### src/rtl/mmo_pkg.sv
// Shared types and constants for the MIDI message outbox.
`timescale 1ns / 1ps
package mmo_pkg;

	// Operation codes of an input request
	localparam logic OP_QUEUE = 1'b0;
	localparam logic OP_DRAIN = 1'b1;

	// Result kinds
	localparam logic [1:0] KIND_ANSWER  = 2'd0;
	localparam logic [1:0] KIND_DRAINED = 2'd1;
	localparam logic [1:0] KIND_NONE    = 2'd2;

	// Message lengths: FULL_LENGTH carries a second data byte, SHORT_LENGTH does not
	localparam logic [1:0] FULL_LENGTH = 2'd3;
	localparam logic [1:0] SHORT_LENGTH = 2'd2;

	// Results one drain may emit, and the width of its counter
	localparam int MAX_RESULTS = 16;
	localparam int NEMIT_W = 4;

	// Configuration register indexes
	localparam logic REG_CHANNEL = 1'b0;

	typedef struct packed {
		logic       operation;
		logic [7:0] status_byte;
		logic [7:0] first_data;
		logic [7:0] second_data;
		logic [1:0] message_length;
	} in_item_t;

	typedef struct packed {
		logic [1:0] kind;
		logic       accepted;
		logic [7:0] out_status;
		logic [7:0] out_first;
		logic [7:0] out_second;
		logic [1:0] out_length;
		logic [3:0] frame_offset;
		logic       last;
	} out_item_t;

	// One stored message
	typedef struct packed {
		logic [7:0] status;
		logic [7:0] first;
		logic [7:0] second;
		logic [1:0] length;
	} slot_t;

	// Controller to datapath
	typedef struct packed {
		logic load;
		logic idx_clr;
		logic idx_inc;
		logic store;
		logic read;
		logic emit_answer;
		logic emit_drain;
		logic emit_none;
		logic acc;
	} dp_cmd_t;

	// Datapath to controller
	typedef struct packed {
		logic op;
		logic cur_pend;
		logic at_end;
		logic match;
		logic cnt_zero;
		logic drain_last;
		logic out_free;
	} dp_stat_t;

endpackage

### src/rtl/mmo_dp.sv
// Datapath of the MIDI message outbox: slot memory, pending bits, scan index, output register.
`timescale 1ns / 1ps
module mmo_dp #(
	parameter int SLOT_COUNT = 16
) (
	input  logic               clk,
	input  logic               arst_n,
	input  mmo_pkg::dp_cmd_t   cmd,
	output mmo_pkg::dp_stat_t  stat,
	input  mmo_pkg::in_item_t  in_data,
	input  logic [3:0]         channel,
	output logic               out_valid,
	input  logic               out_stall,
	output mmo_pkg::out_item_t out_data
);
	import mmo_pkg::*;

	localparam int IDX_W = (SLOT_COUNT > 1) ? $clog2(SLOT_COUNT) : 1;
	localparam int CNT_W = $clog2(SLOT_COUNT + 1);

	logic                  op_q;
	slot_t                 req_q;
	slot_t                 rd_q;
	slot_t                 mem [SLOT_COUNT];
	logic [IDX_W-1:0]      idx_q;
	logic [SLOT_COUNT-1:0] pend_q;
	logic [CNT_W-1:0]      cnt_q;
	logic [NEMIT_W-1:0]    nemit_q;
	logic                  out_valid_q;
	out_item_t             out_q;
	logic                  three;

	// Capture the request with the channel ORed into the status byte
	always_ff @(posedge clk) begin
		if (cmd.load) begin
			op_q         <= in_data.operation;
			req_q.status <= in_data.status_byte | {4'd0, channel};
			req_q.first  <= in_data.first_data;
			req_q.second <= in_data.second_data;
			req_q.length <= in_data.message_length;
		end
	end

	// Slot memory: write at the scan index, registered read
	always_ff @(posedge clk) begin
		if (cmd.store) begin
			mem[idx_q] <= req_q;
		end
		if (cmd.read) begin
			rd_q <= mem[idx_q];
		end
	end

	// Scan index, pending bits, pending count, drain result count
	always_ff @(posedge clk or negedge arst_n) begin
		if (!arst_n) begin
			idx_q   <= '0;
			pend_q  <= '0;
			cnt_q   <= '0;
			nemit_q <= '0;
		end else begin
			if (cmd.idx_clr) begin
				idx_q   <= '0;
				nemit_q <= '0;
			end else if (cmd.idx_inc) begin
				idx_q <= idx_q + IDX_W'(1);
			end
			if (cmd.store) begin
				pend_q[idx_q] <= 1'b1;
				cnt_q         <= cnt_q + CNT_W'(1);
			end else if (cmd.emit_drain) begin
				pend_q[idx_q] <= 1'b0;
				cnt_q         <= cnt_q - CNT_W'(1);
				nemit_q       <= nemit_q + NEMIT_W'(1);
			end
		end
	end

	assign three = (rd_q.length == FULL_LENGTH);

	// Output register: load a result when empty or being taken
	always_ff @(posedge clk or negedge arst_n) begin
		if (!arst_n) begin
			out_valid_q <= 1'b0;
		end else if (cmd.emit_answer || cmd.emit_drain || cmd.emit_none) begin
			out_valid_q <= 1'b1;
		end else if (!out_stall) begin
			out_valid_q <= 1'b0;
		end
	end

	always_ff @(posedge clk) begin
		if (cmd.emit_answer) begin
			out_q          <= '0;
			out_q.kind     <= KIND_ANSWER;
			out_q.accepted <= cmd.acc;
			out_q.last     <= 1'b1;
		end else if (cmd.emit_none) begin
			out_q      <= '0;
			out_q.kind <= KIND_NONE;
			out_q.last <= 1'b1;
		end else if (cmd.emit_drain) begin
			out_q.kind         <= KIND_DRAINED;
			out_q.accepted     <= 1'b0;
			out_q.out_status   <= rd_q.status;
			out_q.out_first    <= rd_q.first;
			out_q.out_second   <= three ? rd_q.second : 8'd0;
			out_q.out_length   <= three ? FULL_LENGTH : SHORT_LENGTH;
			out_q.frame_offset <= 4'(idx_q);
			out_q.last         <= stat.drain_last;
		end
	end

	assign out_valid = out_valid_q;
	assign out_data  = out_q;

	// Status toward the controller
	assign stat.op         = op_q;
	assign stat.cur_pend   = pend_q[idx_q];
	assign stat.at_end     = (idx_q == IDX_W'(SLOT_COUNT - 1));
	assign stat.match      = (rd_q == req_q);
	assign stat.cnt_zero   = (cnt_q == '0);
	assign stat.drain_last = (cnt_q == CNT_W'(1)) || (nemit_q == NEMIT_W'(MAX_RESULTS - 1));
	assign stat.out_free   = !out_valid_q || !out_stall;

endmodule

### src/rtl/mmo_ctrl.sv
// Controller of the MIDI message outbox: sequences the slot scan for queue and drain requests.
`timescale 1ns / 1ps
module mmo_ctrl (
	input  logic              clk,
	input  logic              arst_n,
	input  logic              in_valid,
	output logic              in_stall,
	input  mmo_pkg::dp_stat_t stat,
	output mmo_pkg::dp_cmd_t  cmd
);
	import mmo_pkg::*;

	typedef enum logic [2:0] {
		ST_IDLE,
		ST_SCAN,
		ST_CMP,
		ST_EMIT,
		ST_RESULT
	} state_t;

	state_t state_q;
	logic   none_q;
	logic   acc_q;

	assign in_stall = (state_q != ST_IDLE);

	// Decode commands from the state and the datapath status
	always_comb begin
		cmd         = '0;
		cmd.acc     = acc_q;
		case (state_q)
			ST_IDLE: begin
				cmd.load    = in_valid;
				cmd.idx_clr = in_valid;
			end
			ST_SCAN: begin
				if (stat.op == OP_QUEUE) begin
					cmd.store = !stat.cur_pend;
					cmd.read  = stat.cur_pend;
				end else if (!stat.cnt_zero) begin
					cmd.read    = stat.cur_pend;
					cmd.idx_inc = !stat.cur_pend;
				end
			end
			ST_CMP: begin
				cmd.idx_inc = !stat.match && !stat.at_end;
			end
			ST_EMIT: begin
				cmd.emit_drain = stat.out_free;
				cmd.idx_inc    = stat.out_free && !stat.drain_last;
			end
			ST_RESULT: begin
				cmd.emit_answer = stat.out_free && !none_q;
				cmd.emit_none   = stat.out_free && none_q;
			end
			default: begin
			end
		endcase
	end

	// Hold state and the pending answer
	always_ff @(posedge clk or negedge arst_n) begin
		if (!arst_n) begin
			state_q <= ST_IDLE;
			none_q  <= 1'b0;
			acc_q   <= 1'b0;
		end else begin
			case (state_q)
				ST_IDLE: begin
					if (in_valid) begin
						state_q <= ST_SCAN;
					end
				end
				ST_SCAN: begin
					if (stat.op == OP_QUEUE) begin
						if (!stat.cur_pend) begin
							none_q  <= 1'b0;
							acc_q   <= 1'b1;
							state_q <= ST_RESULT;
						end else begin
							state_q <= ST_CMP;
						end
					end else if (stat.cnt_zero) begin
						none_q  <= 1'b1;
						acc_q   <= 1'b0;
						state_q <= ST_RESULT;
					end else if (stat.cur_pend) begin
						state_q <= ST_EMIT;
					end
				end
				ST_CMP: begin
					if (stat.match || stat.at_end) begin
						none_q  <= 1'b0;
						acc_q   <= stat.match;
						state_q <= ST_RESULT;
					end else begin
						state_q <= ST_SCAN;
					end
				end
				ST_EMIT: begin
					if (stat.out_free) begin
						state_q <= stat.drain_last ? ST_IDLE : ST_SCAN;
					end
				end
				ST_RESULT: begin
					if (stat.out_free) begin
						state_q <= ST_IDLE;
					end
				end
				default: begin
					state_q <= ST_IDLE;
				end
			endcase
		end
	end

endmodule

### src/rtl/midi_message_outbox.sv
// Top level of the MIDI message outbox: configuration register, controller and datapath.
`timescale 1ns / 1ps
// Pending-message table for MIDI output with SLOT_COUNT slots. A queue request
// ORs the channel register into the status byte, then scans the slots from
// index 0 one per step: a free slot stores the message, an occupied slot with
// the same message accepts it as a duplicate, and running off the end rejects
// it; one answer result follows. Each occupied slot that a queue request passes
// costs one registered read of the slot memory and one compare.
// A drain request emits every pending slot in index order (at most 16 per
// request, the rest stay pending), with the slot index as frame offset and
// last set on the final one, or a single empty result when nothing is
// pending. A result that finds the output register full waits while it is
// stalled. The next request is taken only after the last result is loaded
// and the controller is back in idle. The result sits in an output register,
// so a new request is taken while the previous result waits. The channel
// register lies at byte address 0.
module midi_message_outbox #(
	parameter int SLOT_COUNT = 16
) (
	input  logic               clk,
	input  logic               arst_n,
	input  logic               in_valid,
	output logic               in_stall,
	input  mmo_pkg::in_item_t  in_data,
	output logic               out_valid,
	input  logic               out_stall,
	output mmo_pkg::out_item_t out_data,
	input  logic               psel,
	input  logic               penable,
	input  logic               pwrite,
	input  logic [2:0]         paddr,
	input  logic [31:0]        pwdata,
	output logic [31:0]        prdata,
	output logic               pready
);
	import mmo_pkg::*;

	logic [3:0] channel_q;
	dp_cmd_t    cmd;
	dp_stat_t   stat;

	assign pready = 1'b1;

	// Write the channel register; byte lanes in paddr[1:0] are ignored
	always_ff @(posedge clk or negedge arst_n) begin
		if (!arst_n) begin
			channel_q <= 4'd0;
		end else if (psel && penable && pwrite && pready && (paddr[2] == REG_CHANNEL)) begin
			channel_q <= pwdata[3:0];
		end
	end

	assign prdata = (paddr[2] == REG_CHANNEL) ? {28'd0, channel_q} : 32'd0;

	mmo_ctrl u_ctrl (
		.clk      (clk),
		.arst_n   (arst_n),
		.in_valid (in_valid),
		.in_stall (in_stall),
		.stat     (stat),
		.cmd      (cmd)
	);

	mmo_dp #(
		.SLOT_COUNT (SLOT_COUNT)
	) u_dp (
		.clk       (clk),
		.arst_n    (arst_n),
		.cmd       (cmd),
		.stat      (stat),
		.in_data   (in_data),
		.channel   (channel_q),
		.out_valid (out_valid),
		.out_stall (out_stall),
		.out_data  (out_data)
	);

endmodule

### config.mk
export PLATFORM = sky130hd
export DESIGN_NAME = midi_message_outbox
export DESIGN_NICKNAME = d
export VERILOG_FILES = /design/src/rtl/mmo_pkg.sv /design/src/rtl/mmo_dp.sv /design/src/rtl/mmo_ctrl.sv /design/src/rtl/midi_message_outbox.sv
export SDC_FILE = /design/constraint.sdc
export NUM_CORES = 1
export LEC_CHECK = 0
export ABC_AREA = 0
export BUFFER_PORTS_ARGS = -buffer_cell sky130_fd_sc_hd__buf_2
export CAP_MARGIN = 20
export CORE_MARGIN = 2
export CORE_UTILIZATION = 49
export CTS_CLUSTER_DIAMETER = 200
export CTS_CLUSTER_SIZE = 10
export DETAILED_ROUTE_END_ITERATION = 6
export PLACE_DENSITY_LB_ADDON = 0.12
export SYNTH_ARGS = -nofsm -noshare
export SYNTH_HDL_FRONTEND = slang
export SYNTH_SLANG_ARGS = --single-unit
### constraint.sdc
create_clock -name clk -period 3.43 [get_ports clk]
set_input_delay 0.343 -clock clk [delete_from_list [all_inputs] [get_ports clk]]
set_output_delay 0.343 -clock clk [all_outputs]
set_load 0.005 [all_outputs]
; Word-level counts from Yosys, hierarchy flattened
; Memory sizes are Yosys's and may differ from the RTL's. A register that Yosys moved wholly into a read port is not among the register bits.
; Index checks and enable logic that the tools add are counted.
[word_totals]
register_bits = 100
mem_bits_rw = 416
output_inout_bits = 69
elab_cells = 137
memories = 1
[classes]
n_addsub = 4
order_cmp = 2
eq_ne = 17
n_mux = 54
bitwise = 5
reduce_logical = 31
[memory_table]
columns = memory, words, word_bits, rd, rd_ports_with_merged_regs, write_ports, line
row1 = u_dp.mem, 16, 26, 1, 1, 1, mmo_dp.sv:24  ; slot_t mem [SLOT_COUNT];
[ops]
columns = op, count
row1 = two-way mux 34 bit, 2
row2 = two-way mux 16 bit, 2
row3 = two-way mux 32 bit, 1
row4 = == test 26 bit, 1
row5 = two-way mux 1 bit, 24
row6 = two-way mux 3 bit, 8
row7 = two-way mux 4 bit, 6
row8 = bitwise AND 16 bit, 1
row9 = NOT 16 bit, 1
row10 = OR 16 bit, 1
row11 = case mux 3 bit (5 select lines), 1
row12 = two-way mux 5 bit, 2
row13 = adder 4 x 1 -> 4 bit (second input constant), 2
row14 = == test 4 bit (second input constant), 2
row15 = logical AND 1 bit, 8
row16 = two-way mux 8 bit, 1
row17 = inequality test 2 x 1 -> 1 bit (second input constant), 4
row18 = OR 8 x 4 -> 8 bit, 1
row19 = AND reduction 4 bit, 2
row20 = nonzero test 2 bit, 4
row21 = zero test 1 bit, 7
row22 = == test 3 x 2 -> 1 bit (second input constant), 2
row23 = nonzero test 3 bit, 2
row24 = adder 5 x 1 -> 5 bit (second input constant), 1
row25 = other kinds (21), 27

; Logic depth before layout (Yosys ltp)
; Gate-level depths: netlist of the first run.
[depth]
word_depth = 8
mapped_depth = 9

; By module
; Synthesis of the first run repeated with hierarchy kept, for this count alone.
[hier_totals]
cells_unflattened = 1067
hier_area_um2 = 20841.2
[modules_own_cells]
columns = module, n_inst, cells_each, area_per_inst_um2
row1 = mmo_dp, 1, 974, 20024.2
row2 = midi_message_outbox, 1, 44, 429.2
row3 = mmo_ctrl, 1, 49, 387.9

; Least setup slack after synthesis of the first run
; Ideal clock, no wire load.
[synth_path]
path_kind = reg-to-reg
start = register u_dp.idx_q[2]
end = register u_dp.rd_q[0] (netlist name)
setup_ns = 0.460
arrival_time_ns = 3.235
required_ns = 2.970
setup_slack_ns = -0.265
stages_incl_launch_ff = 7
synth_period_minus_slack_ns = 3.695
path_cell_list = dfrtp_1 buf_2 mux4_2 nand2_1 nand3_1 nand2_1 a311oi_1
[synth_rtl]
columns = element, line
row1 = from (decl), mmo_dp.sv:25  ; logic [IDX_W-1:0] idx_q;
row2 = from (signal assigned), mmo_dp.sv:66  ; idx_q <= idx_q + IDX_W'(1);

; Final worst setup path of the first run
[layout_path]
start = register u_dp.idx_q[3]
end = memory u_dp.mem[5][4] (netlist bit), enable pin
[layout_via]
elab_chain_cells = 7
[layout_rtl]
columns = element, line
row1 = binary-select mux 1 bit (select 4 bit), mmo_dp.sv:119  ; assign stat.cur_pend = pend_q[idx_q];
row2 = two-way mux 1 bit (implied by the code), mmo_dp.sv:119
row3 = zero test 1 bit, mmo_ctrl.sv:38  ; cmd.store = !stat.cur_pend;
row4 = two-way mux 1 bit, mmo_ctrl.sv:37  ; if (stat.op == OP_QUEUE) begin
row5 = two-way mux 2 bit, mmo_ctrl.sv:31  ; case (state_q)
row6 = two-way mux 1 bit, mmo_dp.sv:46  ; if (cmd.store) begin
row7 = two-way mux 1 bit (implied by the code), mmo_dp.sv:47  ; mem[idx_q] <= req_q;
row8 = to (decl), mmo_dp.sv:24
; Parallel ways exist; a longest one is shown, timed or not. The select of a mux whose other input is x is not followed.

==> metrics.yaml, run 1 <==
clkLatencyLatePin_ps: 620
maxCapViolCount: 0
top_usage_layer: "met2"
row_count: 75
synth_edf_count: 470
initial_utilization_pct: 49.9
syn_area_mm2: 0.0210
ctsLongestPathBuffers: 3
cts_tree: "yes"
ant_nets: 0
synth.avg_cell_area_um2: 19.8
regArea_mm2: 0.0157
whs_ps: 39.0
drc: 0
area_growth_pct: 16.3
cts_htree_levels: 2
final_layout_size_suffix_gt1_share_pct: 28.7
r2r_cells: 8
synthesis.yosys.warnings: 0
yosys.area.top_type: "edfxtp_1"
grt_pass1_vias: 10600
finClkSkew_ps: 24.3
path_clk_slew_ps: 60
antennaDiodeCount: 0
r2r-start: "u_dp.idx_q[3]"
synth_cells: 1060
r2r_slack_ps: 320
wl_per_cell_um: 26.9
layout.nets: 1306
crit_type: "reg2reg"
fill_cells: 3131
dr_total_vias: 10500
worst_pin_slew_ps: 994
p_total_mw: 19.2
crit_fanout: 26
cts_made_buffers: 60
critPathLaunchType: "register"
grt_max_degree: 59
arrival_ps: 3400
outcome: "complete, no violations"
dieArea_mm2: 0.0446
multi_input_area_mm2: 0.00502
grt_use_met2_pct: 35.6
ys_seq_area_share_pct: 74.8
fmax_mhz: 322
min_from: "in_data[21]"
ctsRootBufferMaster: "clkbuf_16"
reg2reg_to: "u_dp.mem[5][4]"
ys_seq_elements: 541
drt_first_pass_iters: 5
drtIter0Drc: 955
die_h_um: 211
leakagePower_nw: 8.17
antenna_found_initial: 0
cp.required_ps: 3720
ys_types: 58
die_w_um: 211
post_cts_resized: 0
ys_top_cells_by_area: "edfxtp_1, mux4_2, dfrtp_1, dfxtp_1, nand2_1"
grt_use_met1_pct: 32.7
numPortBuffers: 78
hold_viol: 0
synth_top_area_share_pct: 67.1
peakVddDrop_uv: 413
grt_usage_pct: 22.5
wirelength_mm: 48.9
crit_path_end_kind: "register"
layout_commonest_cell: "edfxtp_1"
met3_usage_pct: 3.95
tns_ps: 0
rsz0062_at_grt: "no"
cts_sinks: 541
final_max_slew_viol_count: 0
grt-ovfl-total: 0
slew_headroom_pct: 33.7
post-dp-hpwl_mm: 27.2
final_cell_mix: "edfxtp_1, mux4_2, buf_2"
period_minus_slack_ps: 3110
power.density_mw_per_mm2: 783
async_reset_ff_share_pct: 7.21
post-route-period-util_pct: 90.7
synth_ff_type: "edfxtp_1"
coreArea_mm2: 0.0421
io_pins: 138
grt_pass1_wl_mm: 71.7
hold_class: "in2reg"
setup_viol: 0
vias_per_cell: 5.78
hold_end: "u_dp.req_q[21]"
finalWeightedCongestion: 0.768
hold_depth: 2
how the worst max path moves through the flow:
stage / startpoint / to / cells past startpoint / slack (ps)
floorplan: u_dp.idx_q[3] / u_dp.mem[12][0] / 7 / 200
global placement: u_dp.idx_q[3] / u_dp.mem[15][25] / 7 / 350
finish: u_dp.idx_q[3] / u_dp.mem[5][4] / 8 / 320
global route: u_dp.idx_q[3] / u_dp.mem[13][4] / 8 / 210
CTS: u_dp.idx_q[3] / u_dp.mem[4][4] / 8 / 310
detailed placement: u_dp.idx_q[3] / u_dp.mem[4][8] / 8 / 330
per-stage QoR:
step	instance area, um^2	instances	worst slack (ps)	util, %
after floorplan	21100	1087	195	-
after global placement	22400	1674	354	53.2
after detailed placement	22400	1675	326	53.2
after CTS	24500	1817	306	58.1
after global routing	24500	1817	208	58.1
final	24500	1817	320	58.1
layer usage:
layer / part of all wire, % / up-vias / wire [um]
met4: 2.1 / 0 / 1020
li1: - / 4544 / -
met5: 0 / - / 0
met2: 49 / 351 / 23800
met1: 43 / 5538 / 21100
met3: 6.1 / 72 / 3000
critical path, stage by stage (launching register included):
cell     delay [ps]
dfrtp_2         570
buf_4           340
mux2i_1         230
nand3_1         110
a41o_4          290
a21oi_4         470
nand2_1         330
nor2_4          180
buf_12          270
report_power, final:
part | internal, mW | leakage (nW) | switching [mW]
registers | 8.13 | 4.94 | 0.612
logic | 2.24 | 2.40 | 2.39
clock network | 3.29 | 0.823 | 2.50
flip-flops by register name, indices dropped and copies added (netlist names), 3 cells and up, named ones only:
register,count
u_dp.mem,416
u_dp.out_data,33
u_dp.rd_q,26
u_dp.req_q,26
u_dp.cnt_q,5
channel_q,4
u_dp.idx_q,4
u_dp.nemit_q,4
u_ctrl.state_q,3
final cells by class:
cell class,count,share of cell area (%)
sequential,541,64.3
multi-input combinational,457,20.5
clock buffer,109,6.89
timing repair buffer,160,5.15
tap,539,2.76
clock inverter,3,0.240
inverter,8,0.123
synthesized netlist by cell type (2+ instances only):
library cell / instances
a21o_1: 4
a21oi_1: 25
a22o_1: 9
a31oi_1: 2
a41oi_1: 2
and2_1: 3
and3_1: 10
buf_1: 13
buf_2: 10
buf_4: 31
clkbuf_1: 26
conb_1: 2
dfrtp_1: 39
dfxtp_1: 32
edfxtp_1: 470
ha_1: 9
inv_1: 7
mux2_2: 4
mux2i_1: 6
mux4_2: 132
nand2_1: 70
nand2b_1: 4
nand3_1: 7
nand3b_1: 2
nand4_1: 7
nor2_1: 23
nor2b_1: 5
nor3_1: 7
nor3b_1: 3
nor4_1: 4
o21ai_0: 31
or2_2: 5
xnor2_1: 26
xor2_1: 6
kinds of logic after synthesis:
group           after synthesis  synth area share (%)
flops                       541                  74.8
other cells                   2                0.0357
fa+ha+maj                     9                 0.535
simple gates                156                  3.55
mux                         144                  14.8
buf+inv                      89                  2.24
xor+xnor                     32                  1.33
compound gates               87                  2.78
what timing repair did:
item,4_1_cts,5_1_grt
endpoints found under the hold margin,68,0
hold buffers,30,0
setup buffers,0,0
(Power assumes the default switching activity.)
==> inputs of run 2 (changes only) <==
--- a/config.mk
+++ b/config.mk
@@ -10,6 +10,7 @@
 export CAP_MARGIN = 20
 export CORE_MARGIN = 2
 export CORE_UTILIZATION = 49
+export CTS_BUF_LIST = sky130_fd_sc_hd__clkbuf_8
 export CTS_CLUSTER_DIAMETER = 200
 export CTS_CLUSTER_SIZE = 10
 export DETAILED_ROUTE_END_ITERATION = 6
==> metrics.yaml, run 2 (synthesis gave the netlist of run 1 again) <==
outcome: "complete, no violations"
hold_depth: 4
antenna_found_initial: 0
hold_class: "in2reg"
dpl_worst_slack_ps: 326
die_w_um: 211
hold_end: "u_dp.nemit_q[1]"
r2r_slack_ps: 300
top_register: "u_dp.mem"
holdBufCountCts: 32
layout_setup_ws_ps: 298
final_cell_mix: "edfxtp_1, mux4_2, buf_2"
arrival_ps: 3470
drtIter0Drc: 986
grt_usage_pct: 22.5
dr_total_vias: 10500
reg2reg_to: "u_dp.mem[4][4]"
r2r-start: "u_dp.idx_q[3]"
row_count: 75
vias_per_cell: 5.74
p_int_mw: 12.0
cts_setup_buffers: 0
drt_first_pass_iters: 5
wl_per_cell_um: 26.8
cp.required_ps: 3770
combPwrFrac_pct: 26.9
crit_fanout: 26
coreArea_mm2: 0.0421
path_clk_slew_ps: 80
ant_nets: 0
slew_headroom_pct: 35.1
dieArea_mm2: 0.0446
min_from: "in_valid"
layout.nets: 1309
cts_htree_levels: 2
peakVddDrop_uv: 368
tns_ps: 0
drc: 0
fmax_mhz: 319
area_growth_pct: 13.2
maxCapViolCount: 0
path_cells: "buf_4 > mux2i_1 > nand3_1 > a41o_4 > a21oi_4 > nand2_1 > nor2_4 > buf_12"
grt_pass1_vias: 10500
crit_path_top_delay_cell: "dfrtp_2"
cts_sinks: 541
p_switching_mw: 5.25
grt_max_degree: 59
leakagePower_nw: 8.07
antennaDiodeCount: 0
initial_utilization_pct: 49.9
period_minus_slack_ps: 3130
largest_reg_flops: 416
cts_tree: "yes"
final_layout_size_suffix_gt1_share_pct: 28.6
grt-ovfl-total: 0
critical_path_buf_inv_count: 2
post-dp-hpwl_mm: 27.2
layout_commonest_cell: "edfxtp_1"
post-route-period-util_pct: 91.3
whs_ps: 188
hold_viol: 0
worst_pin_slew_ps: 974
io_pins: 138
wirelength_mm: 48.8
crit_path_end_kind: "register"
clockPowerShare_pct: 22.5
final_max_slew_viol_count: 0
crit_type: "reg2reg"
power.density_mw_per_mm2: 725
ctsLongestPathBuffers: 3
final_util_pct: 56.5
numPortBuffers: 78
ctsRootBufferMaster: "clkbuf_8"
fill_cells: 3215
finClkSkew_ps: 49.9
pwr-share-seq_pct: 50.6
setup_viol: 0
cts_made_buffers: 60
critPathTopFamily: "compound AO/OA/AOI/OAI gates"
finalWeightedCongestion: 0.768
netSwitchingFraction_pct: 30.4
r2r_cells: 8
critPathMaxStageDelay_ps: 580
rsz0062_at_grt: "no"
grt_pass1_wl_mm: 71.4
critPathLaunchType: "register"
die_h_um: 211
post_cts_resized: 0
clkLatencyLatePin_ps: 700
## run 2: stage by stage
step                      power, mW  cells  instance area, um^2
after floorplan                11.9   1087                21100
after global placement         13.5   1674                22400
after detailed placement       13.6   1675                22400
after CTS                      17.5   1819                23800
after global routing           18.1   1820                23800
final                          17.3   1820                23800
## run 2: power groups by stage
stage | Clock [mW] | Sequential (mW) | Combinational, mW
finish | 3.88 | 8.74 | 4.63
global route | 4.26 | 8.82 | 5.02
CTS | 4.01 | 8.74 | 4.74
detailed placement | 0 | 8.87 | 4.70
global placement | 0 | 8.85 | 4.64
floorplan | 0 | 8.65 | 3.27
## run 2: worst max path at each step
stage	startpoint	to	slack, ps	cells past startpoint
after detailed placement	u_dp.idx_q[3]	u_dp.mem[4][8]	330	8
after floorplan	u_dp.idx_q[3]	u_dp.mem[12][0]	200	7
after global routing	u_dp.idx_q[3]	u_dp.mem[5][4]	210	8
after global placement	u_dp.idx_q[3]	u_dp.mem[15][25]	350	7
final	u_dp.idx_q[3]	u_dp.mem[4][4]	300	8
after CTS	u_dp.idx_q[3]	u_dp.mem[4][4]	310	8
## run 2: worst min-delay path, stage by stage
cell and delay (ps):
buf_2 90, nand2_1 180, nand3_1 150, nand2_1 50
## run 2: area by class of cell
class | count | area [um^2] | area share (%)
Clock buffer | 60 | 826 | 3.47
Clock inverter | 52 | 220 | 0.925
Inverter | 8 | 30.0 | 0.126
Multi-Input combinational cell | 457 | 5020 | 21.1
Sequential cell | 541 | 15700 | 66.1
Tap cell | 539 | 674 | 2.83
Timing Repair Buffer | 163 | 1290 | 5.42
## run 2: metal layers
layer  wire, um  global-route usage [%]
met4        965                    6.10
met1      20800                    32.5
met2      23800                    35.4
met3       3230                    4.31
met5          0                       0
==> inputs of run 3 (changes only) <==
--- a/config.mk
+++ b/config.mk
@@ -8,7 +8,7 @@
 export ABC_AREA = 0
 export BUFFER_PORTS_ARGS = -buffer_cell sky130_fd_sc_hd__buf_2
 export CAP_MARGIN = 20
-export CORE_MARGIN = 2
+export CORE_MARGIN = 1.5
 export CORE_UTILIZATION = 49
 export CTS_BUF_LIST = sky130_fd_sc_hd__clkbuf_8
 export CTS_CLUSTER_DIAMETER = 200
==> metrics.yaml, run 3 (synthesis gave the netlist of run 1 again) <==
slew_headroom_pct: 37.2
cts_setup_buffers: 0
period_minus_slack_ps: 3050
power.density_mw_per_mm2: 724
cp.required_ps: 3820
rsz0062_at_grt: "no"
design_area_mm2: 0.0238
path_clk_slew_ps: 80
layout.nets: 1299
die_h_um: 210
row_count: 75
dieArea_mm2: 0.0442
post_cts_resized: 0
grt_pass1_vias: 10500
critPathMaxStageDelay_ps: 640
fmax_mhz: 328
largest_reg_flops: 416
clkLatencyLatePin_ps: 680
outcome: "complete, no violations"
tns_ps: 0
drc: 0
crit_type: "reg2reg"
cts_htree_levels: 2
layout_commonest_cell: "edfxtp_1"
die_w_um: 210
grt_pass1_wl_mm: 70.2
final_util_pct: 56.6
dr_total_vias: 10400
finClkSkew_ps: 29.3
hold_viol: 0
drt_first_pass_iters: 5
final_cell_mix: "edfxtp_1, mux4_2, buf_2"
leakagePower_nw: 8.04
vias_per_cell: 5.72
hold_class: "in2reg"
critical_path_buf_inv_count: 1
cts_made_buffers: 60
drtIter0Drc: 1022
critPathLaunchType: "register"
cts_sinks: 541
grt-ovfl-total: 0
path_cells: "mux2_4 > or3_1 > a41o_4 > a21oi_4 > and3_2 > buf_4"
maxCapViolCount: 0
arrival_ps: 3430
ant_nets: 0
antennaDiodeCount: 0
holdBufCountCts: 33
post-route-period-util_pct: 88.8
final_max_slew_viol_count: 0
antenna_found_initial: 0
critPathTopFamily: "simple AND/OR/NAND/NOR gates"
io_pins: 138
coreArea_mm2: 0.0421
numPortBuffers: 78
postPlaceCellArea_mm2: 0.0225
ctsRootBufferMaster: "clkbuf_8"
top_register: "u_dp.mem"
cts_tree: "yes"
grt_max_degree: 90
ctsLongestPathBuffers: 3
peakVddDrop_uv: 420
worst_pin_slew_ps: 942
setup_viol: 0
wirelength_mm: 48.1
grt_usage_pct: 22.3
wl_per_cell_um: 26.5
initial_utilization_pct: 49.9
post-dp-hpwl_mm: 26.6
crit_fanout: 18
finalWeightedCongestion: 0.766
p_total_mw: 17.3
final_layout_size_suffix_gt1_share_pct: 28.1
fill_cells: 3245
crit_path_top_delay_cell: "and3_2"
crit_path_end_kind: "register"
area_growth_pct: 13.3
==> run 3: worst min-delay path, cell delays in order <==
cell and delay (ps):
buf_2 90, nand4b_1 190, mux2_2 180
==> run 3: routing by layer <==
metal / share of wire, % / up-vias / track usage [%]
met2: 50 / 297 / 36.8
met5: 0 / - / 0
li1: - / 4508 / -
met1: 43 / 5486 / 31.1
met4: 2.2 / 0 / 6.95
met3: 4.5 / 75 / 3.05
==> run 3: cell type report <==
type,instances,area [um^2],area share [%]
repair buffers,153,1320,5.55
inverters,8,30.0,0.126
clock buffers,60,826,3.46
flip-flops and latches,541,15700,66.0
clock inverters,53,221,0.929
multi-input cells,457,5030,21.1
well taps,539,674,2.83
==> run 3: metrics by stage <==
stage	instances	worst slack, ps	hold slack, ps
2_1_floorplan	1087	195	47.4
3_3_place_gp	1665	405	428
3_5_place_dp	1665	398	437
4_1_cts	1811	369	113
5_1_grt	1811	201	187
6_report	1811	383	167
==> run 3: worst paths after layout <==
check | startpoint | endpoint | slack [ps] | cells past startpoint
min in group asynchronous | arst_n | async pin | 360 | 2
max | u_dp.idx_q[3] | u_dp.mem[1][23] | 380 | 6
min | penable | channel_q[2] | 170 | 3
max in group asynchronous | arst_n | u_dp.idx_q[0] | 2380 | 2
max reg2reg | u_dp.idx_q[3] | u_dp.mem[1][23] | 380 | 6
min reg2reg | u_dp.out_data[5] | u_dp.out_data[5] | 450 | 1
==> run 3: where the power goes <==
part           switching [mW]  internal (mW)  total, mW  leakage [nW]
Clock                    2.25           1.64       3.89         0.714
Combinational            2.35           2.27       4.61          2.39
Sequential              0.647           8.12       8.76          4.94
